**config.mk**
```make
export PLATFORM = sky130hd
export DESIGN_NAME = ilid_cell
export DESIGN_NICKNAME = d
export VERILOG_FILES = /design/src/hdl/indexed_list_insert_delete_unit_defines.svh /design/src/hdl/ilid_pkg.sv /design/src/hdl/ilid_cell.sv
export SDC_FILE = /design/constraint.sdc
export NUM_CORES = 1
export LEC_CHECK = 0
export ABC_AREA = 1
export BUFFER_PORTS_ARGS = -buffer_cell sky130_fd_sc_hd__buf_2
export CORE_ASPECT_RATIO = 0.7
export CORE_UTILIZATION = 40
export DETAILED_ROUTE_END_ITERATION = 8
export PLACE_DENSITY = 0.81
export RECOVER_POWER = 25
export SLEW_MARGIN = 25
export SYNTH_ARGS = -nofsm -noshare
export SYNTH_HDL_FRONTEND = slang
export SYNTH_SLANG_ARGS = --single-unit
```
**constraint.sdc**
```tcl
create_clock -name clk -period 3.8 [get_ports clk]
set_input_delay 0.57 -clock clk [delete_from_list [all_inputs] [get_ports clk]]
set_output_delay 0.57 -clock clk [all_outputs]
set_load 0.1 [all_outputs]
```
**src/hdl/indexed_list_insert_delete_unit_defines.svh**
```systemverilog
// assertion macros shared by the indexed list unit
`ifndef INDEXED_LIST_INSERT_DELETE_UNIT_DEFINES_SVH
`define INDEXED_LIST_INSERT_DELETE_UNIT_DEFINES_SVH

// property checked on every rising edge outside reset
`define ILID_ASSERT(name, prop, msg) \
  name: assert property (@(posedge clk) disable iff (rst) prop) else $error(msg);

// property checked on every rising edge, reset included
`define ILID_ASSERT_ALWAYS(name, prop, msg) \
  name: assert property (@(posedge clk) prop) else $error(msg);

`endif

```
**src/hdl/ilid_pkg.sv**
```systemverilog
package ilid_pkg;

  localparam int DATA_W      = 32;
  localparam int IDX_W       = 8;
  localparam int CMD_W       = 3;
  localparam int ST_W        = 2;
  localparam int CAPACITY    = 64;
  localparam int GROUP       = 8;
  localparam int NUM_GROUPS  = (CAPACITY + GROUP - 1) / GROUP;
  localparam int IN_BITS     = CMD_W + IDX_W + DATA_W;
  localparam int OUT_BITS    = DATA_W + ST_W + IDX_W;
  localparam int IN_TDATA_W  = ((IN_BITS + 7) / 8) * 8;
  localparam int OUT_TDATA_W = ((OUT_BITS + 7) / 8) * 8;

  // command codes
  localparam logic [CMD_W-1:0] CMD_READ       = 3'd0;
  localparam logic [CMD_W-1:0] CMD_INS_HEAD   = 3'd1;
  localparam logic [CMD_W-1:0] CMD_INS_TAIL   = 3'd2;
  localparam logic [CMD_W-1:0] CMD_INS_AT     = 3'd3;
  localparam logic [CMD_W-1:0] CMD_DELETE     = 3'd4;

  // status codes
  localparam logic [ST_W-1:0] ST_OK      = 2'd0;
  localparam logic [ST_W-1:0] ST_INVALID = 2'd1;
  localparam logic [ST_W-1:0] ST_FULL    = 2'd2;

  localparam logic [IDX_W-1:0] CAP_COUNT = IDX_W'(CAPACITY);

  // command broadcast to every cell of the row
  typedef struct packed {
    logic              ins;
    logic              del;
    logic [IDX_W-1:0]  pos;
    logic [DATA_W-1:0] value;
  } cell_ctrl_t;

endpackage

```
**src/hdl/ilid_cell.sv**
```systemverilog
module ilid_cell
  import ilid_pkg::*;
(
  input  logic              clk,
  input  logic [IDX_W-1:0]  cell_pos,
  input  cell_ctrl_t        ctrl,
  input  logic [DATA_W-1:0] left,
  input  logic [DATA_W-1:0] right,
  output logic [DATA_W-1:0] data,
  output logic [DATA_W-1:0] tap
);

  logic [DATA_W-1:0] data_next;

  // shift up on insert, down on delete, write at the insert position
  always_comb begin
    data_next = data;
    if (ctrl.ins) begin
      if (cell_pos == ctrl.pos) begin
        data_next = ctrl.value;
      end else if (cell_pos > ctrl.pos) begin
        data_next = left;
      end
    end else if (ctrl.del) begin
      if (cell_pos >= ctrl.pos) begin
        data_next = right;
      end
    end
  end

  always_ff @(posedge clk) begin
    data <= data_next;
  end

  // read tap: own entry when addressed, zero otherwise
  assign tap = (cell_pos == ctrl.pos) ? data : '0;

endmodule

```
### Yosys cells after proc, flatten, opt, wreduce, memory -nomap -nowiden

Cells that the tools add are included.

* input port bits: 115
* output and inout port bits: 64
* word-level logic and storage cells: 14
* register bits: 32

* $lt $le $gt $ge: 2
* mux-type cells: 6
* equality and inequality tests: 2
* reduce and logical (&&, ||, !) cells: 3

Operators by type and width (number)
* 32-bit two-way mux: 6
* 8-bit equality test: 1
* 8-bit greater-or-equal comparator: 1
* 8-bit greater-than comparator: 1
* 2-bit nonzero test: 2
* 3-bit by 1-bit inequality test with 1-bit output, second input constant: 1
* 3-bit AND reduction: 1

### Logic depth before layout (Yosys ltp)

* depth in word-level cells: 4
* gate-level depth with buffers: 11

### Worst setup path before layout

No wires, ideal clock.

* path type: input -> register
* start point: in ctrl[35] (netlist name)
* end point: reg data[0] (enable)
* arrival: 3.020 ns
* path slack: 0.348 ns
* stages on the path: 9
* required time: 3.368 ns
* setup time: 0.432 ns
* cells stage by stage: inv_1 ha_1 nand2_1 nor2_2 nand2_1 buf_4 nand2_1 nor2_1 a21oi_1

* cells in the longest elaborated chain, start to end: 3
* elaborated cells on any way between the ends: 6
* those cells by class: order compare (2); eq/ne (2); reduce/logical (2)

Ends and longest elaborated chain
* start: declaration: RTL line ilid_cell.sv:6 `input cell_ctrl_t ctrl,`
* 8-bit greater-than comparator, or another cell as far along: RTL line ilid_cell.sv:21 `end else if (cell_pos > ctrl.pos) begin`
* 3-bit by 1-bit inequality test with 1-bit output (no source line) / 2-bit nonzero test (equally long branches)
* 3-bit AND reduction (no source line) (*)
* end signal: assignment: RTL line ilid_cell.sv:32 `data <= data_next;`
* end: declaration: RTL line ilid_cell.sv:9 `output logic [DATA_W-1:0] data,`

Mark *: on every way between the ends. The rest lies on a longest branch, timed or not.
A chain may end at the register's enable or synchronous reset.

### Worst setup path after layout

* start point: in ctrl[35] (netlist name)
* end point: out tap[23]

* cells in the longest elaborated chain, start to end: 2

Ends and longest elaborated chain
* 8-bit equality test: RTL line ilid_cell.sv:36 `assign tap = (cell_pos == ctrl.pos) ? data : '0;`
* 32-bit two-way mux: RTL line ilid_cell.sv:36
* end: declaration: RTL line ilid_cell.sv:10 `output logic [DATA_W-1:0] tap`

Every way passes these cells.

==> results.py <==
metrics = {
    "final_layout": {
        "nFillCells": 475,
        "drive_gt1_share_pct": 31.2,
        "layout.cells.non_filler": 591,
        "nets": 641,
        "finish.instance_area_um2": 3780,
        "n_antenna_cell": 0,
        "reg.largest.list": "data (32)",
        "regMostFlops": "data",
        "largest_register_ff_count": 32,
        "utilization_pct": 70.0,
        "areaGrowthSynthToFinish_pct": 64.1,
    },
    "timing": {
        "setup_violations": 0,
        "rsz0062_at_grt": "no",
        "post-route-min-period_ns": 2.97,
        "fmax_mhz": 337,
        "hold_violations": 0,
        "timing.final.ws_setup_ns": 0.833,
        "finalSetupTns_ns": 0,
        "max_slew_margin_pct": 20.9,
        "drv_slew": 0,
        "fin_crit_sh_pct": 78.1,
        "worst_slew_pin_slew_ns": 1.19,
    },
    "clock_tree": {
        "htreeDepth": 2,
        "cts_setup_buffers": 0,
        "cts_max_path_buffers": 2,
        "cts_inserted_buffers": 5,
        "cts_resized": 0,
        "path_clk_slew_ns": 0.07,
        "cts_tree": "yes",
        "cts.sinks": 32,
        "hold_buffers": 0,
        "root_buffer": "clkbuf_8",
    },
    "placement": {
        "dpl_cell_area_um2": 3710,
        "placedCellCount": 583,
        "pre_cts_ws_ns": 0.813,
        "port_buffers": 178,
        "place.gp.congestion": 0.830,
        "post-dp-hpwl_mm": 5.88,
    },
    "floorplan": {
        "die_x_um": 92.7,
        "rows": 22,
        "die_area_um2": 6070,
        "ios": 179,
        "placeableCoreArea_um2": 5400,
        "die_h_um": 65.5,
        "initial_core_util_pct": 42.7,
    },
    "pwr": {
        "comb_power_share_pct": 43.5,
        "seq_power_share_pct": 34.3,
        "switchingPower_uw": 662,
        "leakage_uw": 0.00209,
        "p_per_area_nw_per_um2": 375,
        "vdd.ir_drop.worst_mv": 0.189,
        "switching_share_pct": 46.8,
        "p_clk_share_pct": 22.2,
        "p_int_uw": 753,
    },
    "synth": {
        "syn_inst": 348,
        "synth-seq-area-share_pct": 41.7,
        "synth-seq-cells": 32,
        "ys_top_cells_by_area": "edfxtp_1 (42%), nand2_1 (28%), inv_1 (7.2%)",
        "synth_top_area_cell": "edfxtp_1",
        "synth.top_cell.area_share_pct": 41.7,
        "syn_nets": 471,
        "yosys.cell_types.count": 13,
        "syn_area_per_cell_um2": 6.62,
        "syn_area_um2": 2300,
        "ys_warn_count": 0,
    },
    "setup_path": {
        "crit_chain": "buf_2, inv_1, ha_1, nand2_1, nor2_2, nand2_2, buf_4, nor2_1, buf_12",
        "startpoint_type": "input pin",
        "cp-end-kind": "output port",
        "cp_num_buf_inv": 4,
        "critPathMaxStageDelay_ns": 0.38,
        "worst_path_dominant_cell_family": "simple AND/OR/NAND/NOR gates",
        "critical_path.slowest_cell": "buf_4",
        "critPathKind": "input pin to output port",
        "path_max_fanout": 36,
        "cp.required_ns": 3.23,
        "crit_arrival_ns": 2.40,
    },
    "routing": {
        "drtIter0Drc": 118,
        "wire_per_inst_um": 12.6,
        "routed_wl_mm": 7.45,
        "drcViolationCount": 0,
        "vias_per_cell": 4.68,
        "vias": 2768,
        "dr.pass1.iters": 4,
        "route.antenna.remaining_nets": 0,
    },
    "min_path": {
        "hold_path_class": "input pin to register",
    },
    "job": {
        "cap_violations": 0,
    },
    "global_routing": {
        "grt_pass1_wl_mm": 11.3,
        "grtUsageTotal_pct": 24.3,
        "busiest_layer": "met2",
        "grt_max_degree": 37,
        "antenna_found_initial": 0,
        "use_met2_pct": 46.9,
        "use_met3_pct": 5.79,
        "grt_overflow": 0,
        "grtUsageMet1_pct": 26.7,
        "grt_pass1_vias": 2472,
    },
    "run_status": {
        "run_status": "completed",
    },
}
-- tightest hold or removal path: stages --
cell,delay [ns]
buf_2,0.07
nand2_1,0.04
nand2_1,0.05
-- cells in the final DEF (no fill, tap or decap), types with 3 or more instances in the layout --
| master | count |
|---|---|
| inv_1 | 44 |
| nand2_1 | 170 |
| edfxtp_1 | 32 |
| buf_12 | 32 |
| a21oi_1 | 3 |
| nand3_1 | 32 |
| buf_4 | 5 |
| ha_1 | 8 |
| clkbuf_8 | 5 |
| clkbuf_1 | 33 |
| nor2_1 | 35 |
| buf_2 | 114 |
-- final timing paths --
check | from | end | slack [ns] | cells past startpoint
setup / recovery | ctrl[35] | tap[23] | 0.83 | 9
hold / removal | right[9] | data[9] | 0.56 | 3
-- power groups by stage --
stage | combinational, µW | clock [µW] | sequential (µW)
after floorplan | 116 | 0 | 860
after global placement | 623 | 0 | 487
after detailed placement | 632 | 0 | 490
after CTS | 633 | 320 | 484
after global routing | 646 | 340 | 491
final | 616 | 315 | 485
-- layout make-up --
class | instances | area [µm²] | share of cell area, %
multi-input cells | 252 | 1080 | 28.7
flip-flops and latches | 32 | 961 | 25.4
clock inverters | 2 | 35.0 | 0.927
repair buffers | 183 | 1370 | 36.2
well taps | 72 | 90.1 | 2.38
inverters | 44 | 165 | 4.37
clock buffers | 6 | 72.6 | 1.92
-- synthesized netlist by cell type --
| master | number |
|---|---|
| nand3_1 | 32 |
| buf_4 | 1 |
| inv_1 | 44 |
| nor2_1 | 35 |
| a21oi_1 | 4 |
| buf_2 | 9 |
| nor2_2 | 1 |
| ha_1 | 8 |
| edfxtp_1 | 32 |
| buf_6 | 2 |
| nor2_4 | 1 |
| clkbuf_1 | 8 |
| nand2_1 | 171 |
-- layer usage --
metal | wire, µm | vias up | part of all wire (%)
li1 | - | 1398 | -
met1 | 2900 | 1245 | 39
met2 | 3940 | 114 | 53
met3 | 527 | 11 | 7.1
met4 | 89 | 0 | 1.2
met5 | 0 | - | 0
-- cell families after synthesis --
family	after synthesis	share of synthesized area, %
flip-flops	32	41.7
buffers and inverters	64	11.7
adder cells (fa/ha/maj)	8	4.35
AO/OA/AOI/OAI	4	0.870
AND/OR/NAND/NOR	240	41.3
-- stage by stage --
stage	hold WS, ns	power, µW
finish	0.561	1420
global route	0.551	1480
CTS	0.557	1440
detailed placement	0.845	1120
global placement	0.842	1110
floorplan	0.756	976
Note: power is estimated with default switching activity, not from simulation.
